<file path="src/design/jcg_pkg.sv">
// types, constants and helpers for the joint command guard
`timescale 1ns / 1ps
`default_nettype none

package jcg_pkg;

    // joint count and field widths
    localparam int NUM_JOINTS = 6;
    localparam int JIDX_W     = $clog2(NUM_JOINTS);
    localparam int JOINT_W    = 3;
    localparam int CMD_W      = 3;
    localparam int POS_W      = 24;
    localparam int VEL_W      = 24;
    localparam int GAIN_W     = 18;
    localparam int LVEL_W     = 23;
    localparam int FAULT_W    = 3;
    localparam int DIFF_W     = POS_W + 1;
    localparam int UW_W       = POS_W + 2;

    // configuration port
    localparam int TOL_W      = 20;
    localparam int GMAX_W     = 17;
    localparam int CFG_DATA_W = 20;
    localparam int CFG_IDX_W  = 2;

    localparam logic [TOL_W-1:0]  TOL_RST    = TOL_W'(52429);
    localparam logic              LIM_EN_RST = 1'b0;
    localparam logic [GMAX_W-1:0] KP_MAX_RST = GMAX_W'(51200);
    localparam logic [GMAX_W-1:0] KD_MAX_RST = GMAX_W'(20480);

    // 2*pi in 2^-20 rad, and the half-turn edges where the unwrap count steps
    localparam int TWO_PI_UNITS = 6588397;
    localparam int K1_EDGE      = (TWO_PI_UNITS + 1) / 2;
    localparam int K2_EDGE      = (3 * TWO_PI_UNITS + 1) / 2;
    localparam int K3_EDGE      = (5 * TWO_PI_UNITS + 1) / 2;

    localparam logic signed [DIFF_W-1:0] DIFF_K1  = DIFF_W'(K1_EDGE);
    localparam logic signed [DIFF_W-1:0] DIFF_K2  = DIFF_W'(K2_EDGE);
    localparam logic signed [DIFF_W-1:0] DIFF_K3  = DIFF_W'(K3_EDGE);
    localparam logic signed [DIFF_W-1:0] DIFF_NK1 = DIFF_W'(-K1_EDGE);
    localparam logic signed [DIFF_W-1:0] DIFF_NK2 = DIFF_W'(-K2_EDGE);
    localparam logic signed [DIFF_W-1:0] DIFF_NK3 = DIFF_W'(-K3_EDGE);

    localparam logic signed [UW_W-1:0] TURN_1 = UW_W'(TWO_PI_UNITS);
    localparam logic signed [UW_W-1:0] TURN_2 = UW_W'(2 * TWO_PI_UNITS);
    localparam logic signed [UW_W-1:0] TURN_3 = UW_W'(3 * TWO_PI_UNITS);

    // position memory has three lanes per joint: seed and two staging banks
    localparam int LANES = 3;

    typedef enum logic [CMD_W-1:0] {
        CMD_WRITE_LIMITS = 3'd0,
        CMD_SEED         = 3'd1,
        CMD_CHECK        = 3'd2,
        CMD_ESTOP        = 3'd3,
        CMD_RELEASE      = 3'd4
    } t_cmd;

    typedef enum logic [FAULT_W-1:0] {
        FAULT_NONE    = 3'd0,
        FAULT_BLOCKED = 3'd1,
        FAULT_POS     = 3'd2,
        FAULT_VEL     = 3'd3,
        FAULT_KP      = 3'd4,
        FAULT_KD      = 3'd5
    } t_fault;

    typedef enum logic [CFG_IDX_W-1:0] {
        CFG_TOL    = 2'd0,
        CFG_LIM_EN = 2'd1,
        CFG_KP_MAX = 2'd2,
        CFG_KD_MAX = 2'd3
    } t_cfg_idx;

    typedef enum logic [1:0] {
        LANE_SEED  = 2'd0,
        LANE_BANK0 = 2'd1,
        LANE_BANK1 = 2'd2
    } t_lane;

    typedef struct packed {
        logic [POS_W-1:0]  lo;
        logic [POS_W-1:0]  hi;
        logic [LVEL_W-1:0] vel;
    } t_limits;

    typedef struct packed {
        logic              en;
        logic [JIDX_W-1:0] row;
        t_lane             lane;
        logic [POS_W-1:0]  data;
    } t_pos_wr;

    function automatic t_lane bank_lane(input logic bank);
        return bank ? LANE_BANK1 : LANE_BANK0;
    endfunction

endpackage

`default_nettype wire

</file>
<file path="src/design/joint_command_guard.sv">
// joint command guard: per-joint unwrap, limit, rate and gain checks with vector commit
//
// requests arrive on i_valid/o_ready, one joint element (or a table write, seed,
// estop or release) per request; every request returns exactly one result on
// o_valid/i_ready, in order
// configuration is a plain write port (i_cfg_we, i_cfg_addr, i_cfg_data), used
// only while no request is in flight
// pipeline: a request passes the stage 1 and stage 2 registers into the result
// register; o_valid is high from then until the result is taken
// throughput: one request per clock while results are taken; the limit is the
// position memory's single write port, used by the modify/write stage each cycle,
// with the read stage fed by forwarding from that stage and from the previous write
// limits table is written at acceptance; seeds, staged positions and commits are
// written in the second stage, so they stay in request order
// a commit flips per-joint bank pointers instead of copying six entries
// reset: limits and committed positions read as zero, estop latch set, all
// pipeline stages empty; no clearing pass is needed
// receiver stall: the result register holds, the two stages behind it fill, and
// o_ready drops only when all three are occupied
`timescale 1ns / 1ps
`default_nettype none

module joint_command_guard import jcg_pkg::*; (
    input  logic                     i_clk,
    input  logic                     i_rst_n,

    // request channel
    input  logic                     i_valid,
    output logic                     o_ready,
    input  logic [CMD_W-1:0]         i_cmd,
    input  logic [JOINT_W-1:0]       i_joint,
    input  logic signed [POS_W-1:0]  i_target_pos,
    input  logic signed [VEL_W-1:0]  i_target_vel,
    input  logic signed [GAIN_W-1:0] i_gain_kp,
    input  logic signed [GAIN_W-1:0] i_gain_kd,
    input  logic signed [POS_W-1:0]  i_limit_low,
    input  logic signed [POS_W-1:0]  i_limit_high,
    input  logic [LVEL_W-1:0]        i_limit_vel,
    input  logic                     i_last_joint,

    // configuration writes
    input  logic                     i_cfg_we,
    input  logic [CFG_IDX_W-1:0]     i_cfg_addr,
    input  logic [CFG_DATA_W-1:0]    i_cfg_data,

    // result channel
    output logic                     o_valid,
    input  logic                     i_ready,
    output logic [JOINT_W-1:0]       o_joint_echo,
    output logic signed [POS_W-1:0]  o_clipped_pos,
    output logic [FAULT_W-1:0]       o_fault,
    output logic                     o_vector_done,
    output logic                     o_accepted,
    output logic                     o_blocked_now
);

    // ---------------------------------------------------------------
    // handshake and stage advance
    // ---------------------------------------------------------------
    logic in_fire;
    logic s1_adv;
    logic s2_fire;

    logic r_s1_valid;
    logic r_s2_valid;
    logic r_out_valid;

    assign s2_fire = r_s2_valid && (!r_out_valid || i_ready);
    assign s1_adv  = r_s1_valid && (!r_s2_valid || s2_fire);
    assign o_ready = !r_s1_valid || s1_adv;
    assign in_fire = i_valid && o_ready;

    // incoming request decode
    t_cmd              in_cmd;
    logic              in_jok;
    logic [JIDX_W-1:0] in_idx;

    assign in_cmd = t_cmd'(i_cmd);
    assign in_jok = i_joint < JOINT_W'(NUM_JOINTS);
    // out-of-range joints read row zero; their result never uses it
    assign in_idx = in_jok ? i_joint[JIDX_W-1:0] : '0;

    // ---------------------------------------------------------------
    // configuration registers
    // ---------------------------------------------------------------
    logic [TOL_W-1:0]  r_tol;
    logic              r_lim_en;
    logic [GMAX_W-1:0] r_kp_max;
    logic [GMAX_W-1:0] r_kd_max;

    always_ff @(posedge i_clk) begin
        if (!i_rst_n) begin
            r_tol    <= TOL_RST;
            r_lim_en <= LIM_EN_RST;
            r_kp_max <= KP_MAX_RST;
            r_kd_max <= KD_MAX_RST;
        end else if (i_cfg_we) begin
            unique case (t_cfg_idx'(i_cfg_addr))
                CFG_TOL:    r_tol    <= i_cfg_data[TOL_W-1:0];
                CFG_LIM_EN: r_lim_en <= i_cfg_data[0];
                CFG_KP_MAX: r_kp_max <= i_cfg_data[GMAX_W-1:0];
                CFG_KD_MAX: r_kd_max <= i_cfg_data[GMAX_W-1:0];
            endcase
        end
    end

    // ---------------------------------------------------------------
    // limits memory: written and read at acceptance, so request order
    // alone keeps reads coherent; valid bits give the zero reset
    // ---------------------------------------------------------------
    t_limits r_lim_mem [NUM_JOINTS];
    t_limits r_lim_rd;
    logic    r_lim_vld [NUM_JOINTS];

    always_ff @(posedge i_clk) begin
        if (in_fire) begin
            if (in_cmd == CMD_WRITE_LIMITS && in_jok) begin
                r_lim_mem[in_idx] <= {i_limit_low, i_limit_high, i_limit_vel};
            end
            r_lim_rd <= r_lim_mem[in_idx];
        end
    end

    always_ff @(posedge i_clk) begin
        if (!i_rst_n) begin
            for (int j = 0; j < NUM_JOINTS; j++) begin
                r_lim_vld[j] <= 1'b0;
            end
        end else if (in_fire && in_cmd == CMD_WRITE_LIMITS && in_jok) begin
            r_lim_vld[in_idx] <= 1'b1;
        end
    end

    // ---------------------------------------------------------------
    // position memory: one row per joint, lanes for the seed and two
    // staging banks; per-joint pointers say which lane is committed
    // ---------------------------------------------------------------
    logic [POS_W-1:0] r_pos_mem [NUM_JOINTS][LANES];
    logic [POS_W-1:0] r_pos_rd  [LANES];
    t_pos_wr          s2_wr;
    t_pos_wr          r_fwd;

    always_ff @(posedge i_clk) begin
        if (s2_wr.en) begin
            r_pos_mem[s2_wr.row][s2_wr.lane] <= s2_wr.data;
        end
        if (in_fire) begin
            for (int l = 0; l < LANES; l++) begin
                r_pos_rd[l] <= r_pos_mem[in_idx][l];
            end
        end
    end

    // write that lands on the same edge as a read is missed by it: keep it
    always_ff @(posedge i_clk) begin
        if (!i_rst_n) begin
            r_fwd <= '0;
        end else if (in_fire) begin
            r_fwd <= s2_wr;
        end
    end

    // committed lane, latest staging bank and seed-written flag per joint
    t_lane r_cp [NUM_JOINTS];
    logic  r_sw [NUM_JOINTS];
    logic  r_sv [NUM_JOINTS];
    t_lane n_cp [NUM_JOINTS];
    logic  n_sw [NUM_JOINTS];
    logic  n_sv [NUM_JOINTS];

    always_ff @(posedge i_clk) begin
        if (!i_rst_n) begin
            for (int j = 0; j < NUM_JOINTS; j++) begin
                r_cp[j] <= LANE_SEED;
                r_sw[j] <= 1'b0;
                r_sv[j] <= 1'b0;
            end
        end else begin
            r_cp <= n_cp;
            r_sw <= n_sw;
            r_sv <= n_sv;
        end
    end

    // ---------------------------------------------------------------
    // stage 1 registers: request fields, captured at acceptance
    // ---------------------------------------------------------------
    t_cmd                     r_s1_cmd;
    logic [JOINT_W-1:0]       r_s1_joint;
    logic                     r_s1_jok;
    logic [JIDX_W-1:0]        r_s1_idx;
    logic signed [POS_W-1:0]  r_s1_tpos;
    logic signed [VEL_W-1:0]  r_s1_tvel;
    logic signed [GAIN_W-1:0] r_s1_kp;
    logic signed [GAIN_W-1:0] r_s1_kd;
    logic                     r_s1_last;
    logic                     r_s1_lim_ok;

    always_ff @(posedge i_clk) begin
        if (!i_rst_n) begin
            r_s1_valid <= 1'b0;
        end else begin
            r_s1_valid <= in_fire || (r_s1_valid && !s1_adv);
        end
    end

    always_ff @(posedge i_clk) begin
        if (in_fire) begin
            r_s1_cmd    <= in_cmd;
            r_s1_joint  <= i_joint;
            r_s1_jok    <= in_jok;
            r_s1_idx    <= in_idx;
            r_s1_tpos   <= i_target_pos;
            r_s1_tvel   <= i_target_vel;
            r_s1_kp     <= i_gain_kp;
            r_s1_kd     <= i_gain_kd;
            r_s1_last   <= i_last_joint;
            r_s1_lim_ok <= in_jok && r_lim_vld[in_idx];
        end
    end

    // ---------------------------------------------------------------
    // stage 1 logic: forwarded committed position, unwrap, bounds and
    // the rate and gain checks
    // ---------------------------------------------------------------
    logic [POS_W-1:0]         s1_row [LANES];
    t_lane                    s1_ptr;
    logic [POS_W-1:0]         s1_ref;
    logic signed [DIFF_W-1:0] s1_diff;
    logic signed [UW_W-1:0]   s1_tpos_w;
    logic signed [UW_W-1:0]   s1_unw;
    logic signed [UW_W-1:0]   s1_p;
    logic [POS_W-1:0]         s1_lo;
    logic [POS_W-1:0]         s1_hi;
    logic [LVEL_W-1:0]        s1_vlim;
    logic signed [UW_W-1:0]   s1_lo_m;
    logic signed [UW_W-1:0]   s1_hi_p;
    logic [VEL_W-1:0]         s1_vmag;
    logic                     s1_vel_bad;
    logic                     s1_kp_bad;
    logic                     s1_kd_bad;

    always_comb begin
        // row as it stands after every older write
        s1_row = r_pos_rd;
        if (r_fwd.en && r_fwd.row == r_s1_idx) begin
            s1_row[r_fwd.lane] = r_fwd.data;
        end
        if (s2_wr.en && s2_wr.row == r_s1_idx) begin
            s1_row[s2_wr.lane] = s2_wr.data;
        end

        // pointers include whatever the older request in stage 2 changes
        s1_ptr = n_cp[r_s1_idx];
        if (s1_ptr == LANE_SEED && !n_sv[r_s1_idx]) begin
            s1_ref = '0;
        end else begin
            s1_ref = s1_row[s1_ptr];
        end

        s1_diff   = {r_s1_tpos[POS_W-1], r_s1_tpos} - {s1_ref[POS_W-1], s1_ref};
        s1_tpos_w = {{2{r_s1_tpos[POS_W-1]}}, r_s1_tpos};

        // turn count is at most three either way for 24-bit angles
        priority if (s1_diff >= DIFF_K3) begin
            s1_unw = s1_tpos_w - TURN_3;
        end else if (s1_diff >= DIFF_K2) begin
            s1_unw = s1_tpos_w - TURN_2;
        end else if (s1_diff >= DIFF_K1) begin
            s1_unw = s1_tpos_w - TURN_1;
        end else if (s1_diff <= DIFF_NK3) begin
            s1_unw = s1_tpos_w + TURN_3;
        end else if (s1_diff <= DIFF_NK2) begin
            s1_unw = s1_tpos_w + TURN_2;
        end else if (s1_diff <= DIFF_NK1) begin
            s1_unw = s1_tpos_w + TURN_1;
        end else begin
            s1_unw = s1_tpos_w;
        end

        // seeds, and checks with limits disabled, carry the raw target through
        if (r_s1_cmd == CMD_CHECK && r_lim_en) begin
            s1_p = s1_unw;
        end else begin
            s1_p = s1_tpos_w;
        end

        // never-written limit rows read as zero
        if (r_s1_lim_ok) begin
            s1_lo   = r_lim_rd.lo;
            s1_hi   = r_lim_rd.hi;
            s1_vlim = r_lim_rd.vel;
        end else begin
            s1_lo   = '0;
            s1_hi   = '0;
            s1_vlim = '0;
        end
        s1_lo_m = {{2{s1_lo[POS_W-1]}}, s1_lo} - {{(UW_W-TOL_W){1'b0}}, r_tol};
        s1_hi_p = {{2{s1_hi[POS_W-1]}}, s1_hi} + {{(UW_W-TOL_W){1'b0}}, r_tol};

        s1_vmag    = r_s1_tvel[VEL_W-1] ? (~r_s1_tvel + 1'b1) : r_s1_tvel;
        s1_vel_bad = s1_vmag > {1'b0, s1_vlim};
        s1_kp_bad  = r_s1_kp[GAIN_W-1] || (r_s1_kp[GAIN_W-2:0] > r_kp_max);
        s1_kd_bad  = r_s1_kd[GAIN_W-1] || (r_s1_kd[GAIN_W-2:0] > r_kd_max);
    end

    // ---------------------------------------------------------------
    // stage 2 registers
    // ---------------------------------------------------------------
    t_cmd                    r_s2_cmd;
    logic [JOINT_W-1:0]      r_s2_joint;
    logic                    r_s2_jok;
    logic [JIDX_W-1:0]       r_s2_idx;
    logic signed [UW_W-1:0]  r_s2_p;
    logic signed [POS_W-1:0] r_s2_lo;
    logic signed [POS_W-1:0] r_s2_hi;
    logic signed [UW_W-1:0]  r_s2_lo_m;
    logic signed [UW_W-1:0]  r_s2_hi_p;
    logic                    r_s2_vel_bad;
    logic                    r_s2_kp_bad;
    logic                    r_s2_kd_bad;
    logic                    r_s2_last;

    always_ff @(posedge i_clk) begin
        if (!i_rst_n) begin
            r_s2_valid <= 1'b0;
        end else begin
            r_s2_valid <= s1_adv || (r_s2_valid && !s2_fire);
        end
    end

    always_ff @(posedge i_clk) begin
        if (s1_adv) begin
            r_s2_cmd     <= r_s1_cmd;
            r_s2_joint   <= r_s1_joint;
            r_s2_jok     <= r_s1_jok;
            r_s2_idx     <= r_s1_idx;
            r_s2_p       <= s1_p;
            r_s2_lo      <= s1_lo;
            r_s2_hi      <= s1_hi;
            r_s2_lo_m    <= s1_lo_m;
            r_s2_hi_p    <= s1_hi_p;
            r_s2_vel_bad <= s1_vel_bad;
            r_s2_kp_bad  <= s1_kp_bad;
            r_s2_kd_bad  <= s1_kd_bad;
            r_s2_last    <= r_s1_last;
        end
    end

    // ---------------------------------------------------------------
    // stage 2 logic: clamp, fault priority, latches, memory writes and
    // the commit
    // ---------------------------------------------------------------
    logic                    r_blocked;
    logic                    r_rej;
    logic                    n_blocked;
    logic                    n_rej;

    logic signed [UW_W-1:0]  s2_lo_w;
    logic signed [UW_W-1:0]  s2_hi_w;
    logic signed [UW_W-1:0]  s2_pos;
    logic                    s2_pos_bad;
    t_fault                  s2_fault;
    logic                    s2_rej;
    logic                    s2_stg_bank;
    logic signed [POS_W-1:0] s2_out_pos;
    t_fault                  s2_out_fault;
    logic                    s2_out_done;
    logic                    s2_out_acc;

    always_comb begin
        s2_lo_w    = {{2{r_s2_lo[POS_W-1]}}, r_s2_lo};
        s2_hi_w    = {{2{r_s2_hi[POS_W-1]}}, r_s2_hi};
        s2_pos     = r_s2_p;
        s2_pos_bad = 1'b0;
        // with lower above upper, a low value still clamps low first
        if (r_lim_en) begin
            priority if (r_s2_p < r_s2_lo_m || r_s2_p > r_s2_hi_p) begin
                s2_pos_bad = 1'b1;
            end else if (r_s2_p < s2_lo_w) begin
                s2_pos = s2_lo_w;
            end else if (r_s2_p > s2_hi_w) begin
                s2_pos = s2_hi_w;
            end else begin
                s2_pos = r_s2_p;
            end
        end

        priority if (r_blocked) begin
            s2_fault = FAULT_BLOCKED;
        end else if (!r_s2_jok || s2_pos_bad) begin
            s2_fault = FAULT_POS;
        end else if (r_s2_vel_bad) begin
            s2_fault = FAULT_VEL;
        end else if (r_s2_kp_bad) begin
            s2_fault = FAULT_KP;
        end else if (r_s2_kd_bad) begin
            s2_fault = FAULT_KD;
        end else begin
            s2_fault = FAULT_NONE;
        end

        s2_rej = r_rej || (s2_fault != FAULT_NONE);

        // stage into the bank that is not committed
        if (r_cp[r_s2_idx] == bank_lane(r_sw[r_s2_idx])) begin
            s2_stg_bank = !r_sw[r_s2_idx];
        end else begin
            s2_stg_bank = r_sw[r_s2_idx];
        end

        n_blocked    = r_blocked;
        n_rej        = r_rej;
        n_cp         = r_cp;
        n_sw         = r_sw;
        n_sv         = r_sv;
        s2_wr        = '0;
        s2_out_pos   = '0;
        s2_out_fault = FAULT_NONE;
        s2_out_done  = 1'b0;
        s2_out_acc   = 1'b0;

        if (s2_fire) begin
            unique case (r_s2_cmd)
                CMD_SEED: begin
                    if (r_s2_jok) begin
                        s2_wr.en           = 1'b1;
                        s2_wr.row          = r_s2_idx;
                        s2_wr.lane         = LANE_SEED;
                        s2_wr.data         = r_s2_p[POS_W-1:0];
                        n_sv[r_s2_idx]     = 1'b1;
                        n_cp[r_s2_idx]     = LANE_SEED;
                    end
                end
                CMD_ESTOP: begin
                    n_blocked = 1'b1;
                end
                CMD_RELEASE: begin
                    n_blocked = 1'b0;
                end
                CMD_CHECK: begin
                    s2_out_fault = s2_fault;
                    if (s2_fault != FAULT_BLOCKED && s2_fault != FAULT_POS) begin
                        s2_out_pos = s2_pos[POS_W-1:0];
                    end
                    if (s2_fault == FAULT_NONE) begin
                        s2_wr.en       = 1'b1;
                        s2_wr.row      = r_s2_idx;
                        s2_wr.lane     = bank_lane(s2_stg_bank);
                        s2_wr.data     = s2_pos[POS_W-1:0];
                        n_sw[r_s2_idx] = s2_stg_bank;
                    end
                    n_rej = s2_rej;
                    if (r_s2_last) begin
                        s2_out_done = 1'b1;
                        n_rej       = 1'b0;
                        if (!s2_rej) begin
                            // commit: every joint now points at its latest stage
                            s2_out_acc = 1'b1;
                            for (int j = 0; j < NUM_JOINTS; j++) begin
                                n_cp[j] = bank_lane(n_sw[j]);
                            end
                        end
                    end
                end
                default: begin
                end
            endcase
        end
    end

    always_ff @(posedge i_clk) begin
        if (!i_rst_n) begin
            r_blocked <= 1'b1;
            r_rej     <= 1'b0;
        end else begin
            r_blocked <= n_blocked;
            r_rej     <= n_rej;
        end
    end

    // ---------------------------------------------------------------
    // result register
    // ---------------------------------------------------------------
    logic [JOINT_W-1:0]      r_out_joint;
    logic signed [POS_W-1:0] r_out_pos;
    t_fault                  r_out_fault;
    logic                    r_out_done;
    logic                    r_out_acc;
    logic                    r_out_blocked;

    always_ff @(posedge i_clk) begin
        if (!i_rst_n) begin
            r_out_valid <= 1'b0;
        end else begin
            r_out_valid <= s2_fire || (r_out_valid && !i_ready);
        end
    end

    always_ff @(posedge i_clk) begin
        if (s2_fire) begin
            r_out_joint   <= r_s2_joint;
            r_out_pos     <= s2_out_pos;
            r_out_fault   <= s2_out_fault;
            r_out_done    <= s2_out_done;
            r_out_acc     <= s2_out_acc;
            r_out_blocked <= n_blocked;
        end
    end

    assign o_valid       = r_out_valid;
    assign o_joint_echo  = r_out_joint;
    assign o_clipped_pos = r_out_pos;
    assign o_fault       = r_out_fault;
    assign o_vector_done = r_out_done;
    assign o_accepted    = r_out_acc;
    assign o_blocked_now = r_out_blocked;

endmodule

`default_nettype wire

</file>
<file path="config.mk">
export PLATFORM = sky130hd
export DESIGN_NAME = joint_command_guard
export DESIGN_NICKNAME = d
export VERILOG_FILES = /design/src/design/jcg_pkg.sv /design/src/design/joint_command_guard.sv
export SDC_FILE = /design/constraint.sdc
export NUM_CORES = 2
export LEC_CHECK = 0
export BUFFER_PORTS_ARGS = -buffer_cell sky130_fd_sc_hd__buf_4
export CAP_MARGIN = 10
export CORE_MARGIN = 3
export CORE_UTILIZATION = 32
export DETAILED_ROUTE_END_ITERATION = 8
export PLACE_DENSITY = 0.58
export SLEW_MARGIN = 20
export SYNTH_ARGS = -nofsm -noshare
export SYNTH_HDL_FRONTEND = slang
export SYNTH_SLANG_ARGS = --single-unit
</file>
<file path="constraint.sdc">
create_clock -name i_clk -period 29.2 [get_ports i_clk]
set_input_delay 0 -clock i_clk [delete_from_list [all_inputs] [get_ports i_clk]]
set_output_delay 0 -clock i_clk [all_outputs]
set_load 0.02 [all_outputs]
</file>
[Word level (Yosys, flattened, before mapping)]
Memory sizes are Yosys's and may differ from the RTL's. A register that Yosys moved wholly into a read port is not among the register bits.
Cells that the tools add are included.
Storage, ports and cells
  bits in writable memories: 864
  bits in registers: 383
  output and inout bits: 35
  memories kept: 3
  word-level logic and storage cells: 261
  input bits: 189
Operators by class
  magnitude comparators: 22
  muxes and demuxes: 93
  add/sub/neg operators: 10
  eq/ne operators: 13
  bitwise logic cells: 9
  reductions and logical operators: 51
Memory list
  r_pos_mem: depth 6, bits a word 72, rd ports 1, clocked after Yosys merged registers in 1, write ports 1, RTL line joint_command_guard.sv:138  | logic [POS_W-1:0] r_pos_mem [NUM_JOINTS][LANES];
  r_lim_mem: depth 6, bits a word 71, rd ports 1, clocked after Yosys merged registers in 1, write ports 1, RTL line joint_command_guard.sv:111  | t_limits r_lim_mem [NUM_JOINTS];
  r_lim_vld: depth 6, bits a word 1, rd ports 1, clocked after Yosys merged registers in 0, write ports 6, RTL line joint_command_guard.sv:113  | logic r_lim_vld [NUM_JOINTS];
Operators by type and width (number)
  two-way mux 24 bit: 12
  two-way mux 72 bit: 3
  two-way mux 26 bit: 7
  bitwise mux 72 bit: 2
  demux 24 bit (select 2 bit): 2
  two-way mux 30 bit: 3
  one-hot mux 30 bit (2 select lines): 1
  >= comparator 25 bit, second input constant: 2
  <= comparator 25 bit, second input constant: 2
  binary-select mux 24 bit (select 2 bit): 1
  two-way mux 12 bit: 4
  two-way mux 6 bit: 6
  greater-than comparator 17 bit: 2
  adder 24 x 25 -> 26 bit, second input constant: 1
  adder 24 x 26 -> 26 bit, second input constant: 1
  greater-than comparator 26 x 24 -> 1 bit: 1
  greater-than comparator 26 bit: 1
  less-than comparator 26 x 24 -> 1 bit: 1
  less-than comparator 26 bit: 1
  two-way mux 2 bit: 13
  subtractor 24 x 25 -> 26 bit, second input constant: 1
  subtractor 24 x 26 -> 26 bit, second input constant: 1
  adder 24 x 21 -> 25 bit: 1
  adder 24 x 24 -> 25 bit, second input constant: 1
  other kinds (45): 128

[Depth between registers and ports, before layout]
  word-level depth: 33
  gate-level depth with buffers: 36
  depth with buffers taken out: 31

[Least setup slack after synthesis]
No wires, ideal clock.
  path kind: reg-to-reg
  start point: register r_out_valid (netlist: o_valid)
  end point: register r_s2_cmd[0] (enable)
  buffers on the path: 0
  setup slack: 17830 ps
  required time: 28353 ps
  cell stages (with the launch flop): 3
  data arrival time: 10524 ps
  cell sequence: dfxtp_1 nor2b_1 a21boi_0
Between the ends
  longest elaborated chain between the ends: 5
RTL lines
  start, declared: RTL line joint_command_guard.sv:66  | logic r_out_valid;
  start signal, assigned: RTL line joint_command_guard.sv:496  | r_out_valid <= s2_fire || (r_out_valid && !i_ready);
  logical NOT 1 bit: RTL line joint_command_guard.sv:68  | assign s2_fire = r_s2_valid && (!r_out_valid || i_ready);
  logical OR 1 bit: RTL line joint_command_guard.sv:68
  logical AND 1 bit: RTL line joint_command_guard.sv:68
  logical OR 1 bit: RTL line joint_command_guard.sv:69  | assign s1_adv = r_s1_valid && (!r_s2_valid || s2_fire);
  logical AND 1 bit: RTL line joint_command_guard.sv:69
  named net s1_adv: RTL line joint_command_guard.sv:61  | logic s1_adv;
  end signal, assigned: RTL line joint_command_guard.sv:334  | r_s2_cmd <= r_s1_cmd;
  end, declared: RTL line joint_command_guard.sv:310  | t_cmd r_s2_cmd;
The timed path passes the listed nets, and every way through them passes these cells.
A chain may end at the register's enable or synchronous reset.

[Worst setup path in the final report]
  start point: register r_s2_p[21]
  end point: register r_s2_p[5] (data pin)
Between the ends
  longest elaborated chain between the ends: 33
  elaborated cells on any way between the ends: 68
  those cells by class: add/sub (1); order compare (12); eq/ne (1); mux (43); bitwise (2); reduce/logical (9)
RTL lines
  start, declared: RTL line joint_command_guard.sv:314  | logic signed [UW_W-1:0] r_s2_p;
  start signal, assigned: RTL line joint_command_guard.sv:338  | r_s2_p <= s1_p;
  less-than comparator 26 bit / greater-than comparator 26 bit (equally long branches): RTL line joint_command_guard.sv:378  | priority if (r_s2_p < r_s2_lo_m || r_s2_p > r_s2_hi_p) begin
  logical OR 1 bit: RTL line joint_command_guard.sv:378
  two-way mux 1 bit: RTL line joint_command_guard.sv:378
  two-way mux 1 bit: RTL line joint_command_guard.sv:377  | if (r_lim_en) begin
  logical OR 1 bit: RTL line joint_command_guard.sv:391  | end else if (!r_s2_jok || s2_pos_bad) begin
  two-way mux 3 bit: RTL line joint_command_guard.sv:391
  two-way mux 3 bit: RTL line joint_command_guard.sv:389  | priority if (r_blocked) begin
  logical NOT 3 bit: RTL line joint_command_guard.sv:446  | if (s2_fault == FAULT_NONE) begin
  [... 18 more ...]
  two-way mux 26 bit: RTL line joint_command_guard.sv:275  | end else if (s1_diff <= DIFF_NK1) begin
  two-way mux 26 bit: RTL line joint_command_guard.sv:273  | end else if (s1_diff <= DIFF_NK2) begin
  two-way mux 26 bit: RTL line joint_command_guard.sv:271  | end else if (s1_diff <= DIFF_NK3) begin
  two-way mux 26 bit: RTL line joint_command_guard.sv:269  | end else if (s1_diff >= DIFF_K1) begin
  two-way mux 26 bit: RTL line joint_command_guard.sv:267  | end else if (s1_diff >= DIFF_K2) begin
  two-way mux 26 bit (*): RTL line joint_command_guard.sv:265  | priority if (s1_diff >= DIFF_K3) begin
  two-way mux 26 bit (*): RTL line joint_command_guard.sv:282  | if (r_s1_cmd == CMD_CHECK && r_lim_en) begin
  named net s1_p[5]: RTL line joint_command_guard.sv:232  | logic signed [UW_W-1:0] s1_p;
The timed path passes the listed nets; every way through them passes the cells marked *. The select of a mux whose other input is x is not followed.

==> out/qor.yml <==
run_status:
  status: "complete, no violations"
yosys:
  seq_area_frac_synth: 0.630
  post_synth_inst_count: 4926
  syn-num-nets: 5354
  synth_cell_types: 108
  avgSynthCellArea_um2: 13.1
  synth.top_cells.by_area: "edfxtp_1 (59%), mux4_2 (5.1%), ha_1 (4.6%), dfxtp_1 (3.7%), nand2_1 (3.5%)"
  synth_area_um2: 64400
  post-synth-top-area-cell: "edfxtp_1"
  async_flop_share: 0
  synth-edff-count: 1271
  synth_top_area_frac: 0.593
  ys_ff_latch: 1390
  synth-main-ff-cell: "edfxtp_1"
  yosysWarnings: 0
clock_tree:
  root_buffer: "clkbuf_16"
  cts_sinks: 1390
  cts_max_level: 4
  holdBufCountCts: 388
  cts_buffers: 153
  cts_tree: "built"
  cts_buffer_depth: 3
  cts_resized: 0
  postCtsSetupRepairBufs: 0
  clk_pin_slew_worst_paths_ns: 0.06
  clkLatencyLatePin_ns: 0.80
min_path:
  hold_end: "r_lim_mem[0][0]"
  hold_depth: 2
  hp-class: "in -> reg"
  hp-start: "i_limit_vel[0]"
floorplanning:
  row_count: 163
  start_util: 0.324
  coreArea_um2: 199000
  fp.dieH_um: 454
  pin_count: 224
  die_area_um2: 207000
  die_w_um: 454
timing:
  fin_crit_sh: 0.354
  setup_tns_ns: 0
  maxSlewHeadroom: 0.276
  fin_skew_ns: 0.0343
  rsz0062_at_grt: "no"
  period_minus_slack_ns: 10.33
  drv_slew: 0
  setup_violations: 0
  timing.fmax_mhz: 96.8
  worstMarginPinSlew_ns: 1.09
  whs_ns: 0.0507
  timing_hold_violations_final: 0
drt:
  first_pass_iters: 5
  viasPerCell: 5.21
  avgRoutedWirePerCell_um: 23.4
  drtAntennaViolNets: 0
  vias: 43400
  drc: 0
  drt_iter0_drc: 3320
  postRouteWirelength_um: 195000
placed_design:
  place_hpwl_um: 126000
  place.gp.congestion: 0.896
  port_buffers: 223
cells_and_area:
  ff_latch_area_um2: 40500
  multiInputGateArea_um2: 22200
  nFillCells: 18600
  drive_above_1_share: 0.144
  fin_nets: 5973
  area_growth_pct: 21.6
setup_path:
  cp-start-kind: "register"
  cp.required_ns: 29.73
  r2r-end: "r_s2_p[5]"
  reg2reg_depth: 32
  crit_type: "reg -> reg"
  end_kind: "register"
  slowest_stage: "a311oi_4"
  crit_path_max_incr_delay_ns: 0.91
  crit_fanout: 48
  critPathArrivalTime_ns: 10.87
  rrSetupSlack_ns: 18.87
  crit_start: "r_s2_p[21]"
  timing.rr.start: "r_s2_p[21]"
global_routing:
  grt_max_degree: 125
  grt_pass1_wl_um: 286000
  grt_pass1_vias: 43000
  grt_overflow_total: 0
  antenna_found_initial: 29
  grt.total_usage: 0.185
pwr:
  ir_drop_mv: 0.0553
  p_per_area_nw_per_um2: 60.1
  p_leak_nw: 27.8
flow_run:
  cap_violations: 0
-- Yosys cell counts, types with 8 or more instances --
| library cell | number |
|---|---|
| edfxtp_1 | 1271 |
| nand2_1 | 597 |
| nor2_1 | 400 |
| ha_1 | 236 |
| inv_1 | 224 |
| clkbuf_1 | 204 |
| a21oi_1 | 163 |
| a31oi_1 | 157 |
| mux4_2 | 145 |
| o21ai_0 | 140 |
| dfxtp_1 | 119 |
| mux2i_1 | 109 |
| xnor2_1 | 75 |
| and2_1 | 72 |
| nor3_1 | 67 |
| a21boi_0 | 64 |
| a21o_1 | 63 |
| o21a_1 | 57 |
| nand3_1 | 55 |
| a211oi_1 | 46 |
| nand2b_1 | 39 |
| nor2b_1 | 36 |
| nand4_1 | 35 |
| o211ai_1 | 33 |
| o22ai_1 | 33 |
| nor3b_1 | 32 |
| o2111ai_1 | 32 |
| buf_1 | 28 |
| o2bb2ai_1 | 26 |
| mux2_2 | 24 |
| and3_1 | 22 |
| o31ai_1 | 20 |
| or3_1 | 20 |
| or2_2 | 17 |
| xor2_1 | 17 |
| buf_2 | 13 |
| o21bai_1 | 13 |
| a211o_1 | 12 |
| nor4_1 | 12 |
| o21ai_1 | 9 |
| o31a_1 | 9 |
| o41ai_1 | 8 |
-- cell type report --
type                       count  area share
clock inverter                73      0.0101
sequential                  1390       0.518
clock buffer                 212      0.0531
multi-input combinational   3058       0.284
tap                         2640      0.0422
inverter                     227      0.0111
timing repair buffer         715      0.0812
antenna                       14    0.000448
-- state kept, by name, indices dropped and copies added, names as in the netlist, 25 cells and up --
| register | count |
|---|---|
| r_fwd | 30 |
| r_s2_p | 26 |
| r_s2_lo_m | 25 |
| r_lim_mem | 426 |
| r_pos_mem | 432 |
| r_s2_hi_p | 25 |
| r_pos_rd | 72 |
| r_lim_rd | 71 |
-- power breakdown --
part           internal, mW  leakage, nW  switching (mW)
logic                 0.216         12.3           0.327
clock network          1.07         2.40           0.832
registers              2.22         13.0          0.0398
-- stage by stage --
step | setup slack [ns] | area [µm²] | instances | utilization | power, mW
CTS | 19.00 | 78200 | 8315 | 0.394 | 4.75
detailed placement | 19.07 | 69400 | 7642 | 0.349 | 2.79
global placement | 19.10 | 69400 | 7642 | 0.349 | 2.79
floorplan | 17.83 | 64400 | 4926 | - | 2.62
finish | 18.87 | 78200 | 8329 | 0.394 | 4.71
global route | 18.26 | 78200 | 8319 | 0.394 | 4.88
-- metal layers --
layer  global-route usage  vias up  routed length [µm]
met5                    0        -                 124
met1                0.244    21800               82300
met2                0.308     1325               94000
met3               0.0311      307               11400
met4               0.0647       18                7050
li1                     -    19900                   -
-- logic make-up after synthesis --
group | synth area share
buffers and inverters | 0.0286
AO/OA/AOI/OAI | 0.106
adder cells (fa/ha/maj) | 0.0473
multiplexers | 0.0719
flip-flops | 0.630
AND/OR/NAND/NOR | 0.103
XOR/XNOR | 0.0128
-- worst max path at each step --
stage	slack [ns]	to
after global placement	19.10	r_s2_p[5]
after global routing	18.26	r_s2_p[18]
after CTS	19.00	r_s2_p[5]
after detailed placement	19.07	r_s2_p[5]
after floorplan	17.83	r_s2_cmd[0]
final	18.87	r_s2_p[5]
-- worst max-delay path, delay by kind of cell (launching register included) --
| kind | cells | cell delay [ns] |
|---|---|---|
| xor+xnor | 1 | 0.39 |
| simple gates | 9 | 2.70 |
| buf+inv | 3 | 0.63 |
| fa+ha+maj | 3 | 1.09 |
| flops | 1 | 0.53 |
| compound gates | 14 | 4.28 |
| mux | 2 | 0.40 |
-- layout by cell type, fill, tap and decap left out, types with 64 or more instances in the layout --
cell	count
ha_1	234
edfxtp_1	1271
dlygate4sd3_1	388
buf_4	326
xnor2_1	75
clkbuf_16	154
nor2_1	378
inv_1	222
and2_1	72
dfxtp_1	119
mux4_2	145
a21oi_1	162
o21ai_0	117
mux2i_1	109
nor3_1	64
a31oi_1	157
nand2_1	596
Note: power is estimated with default switching activity, not from simulation.
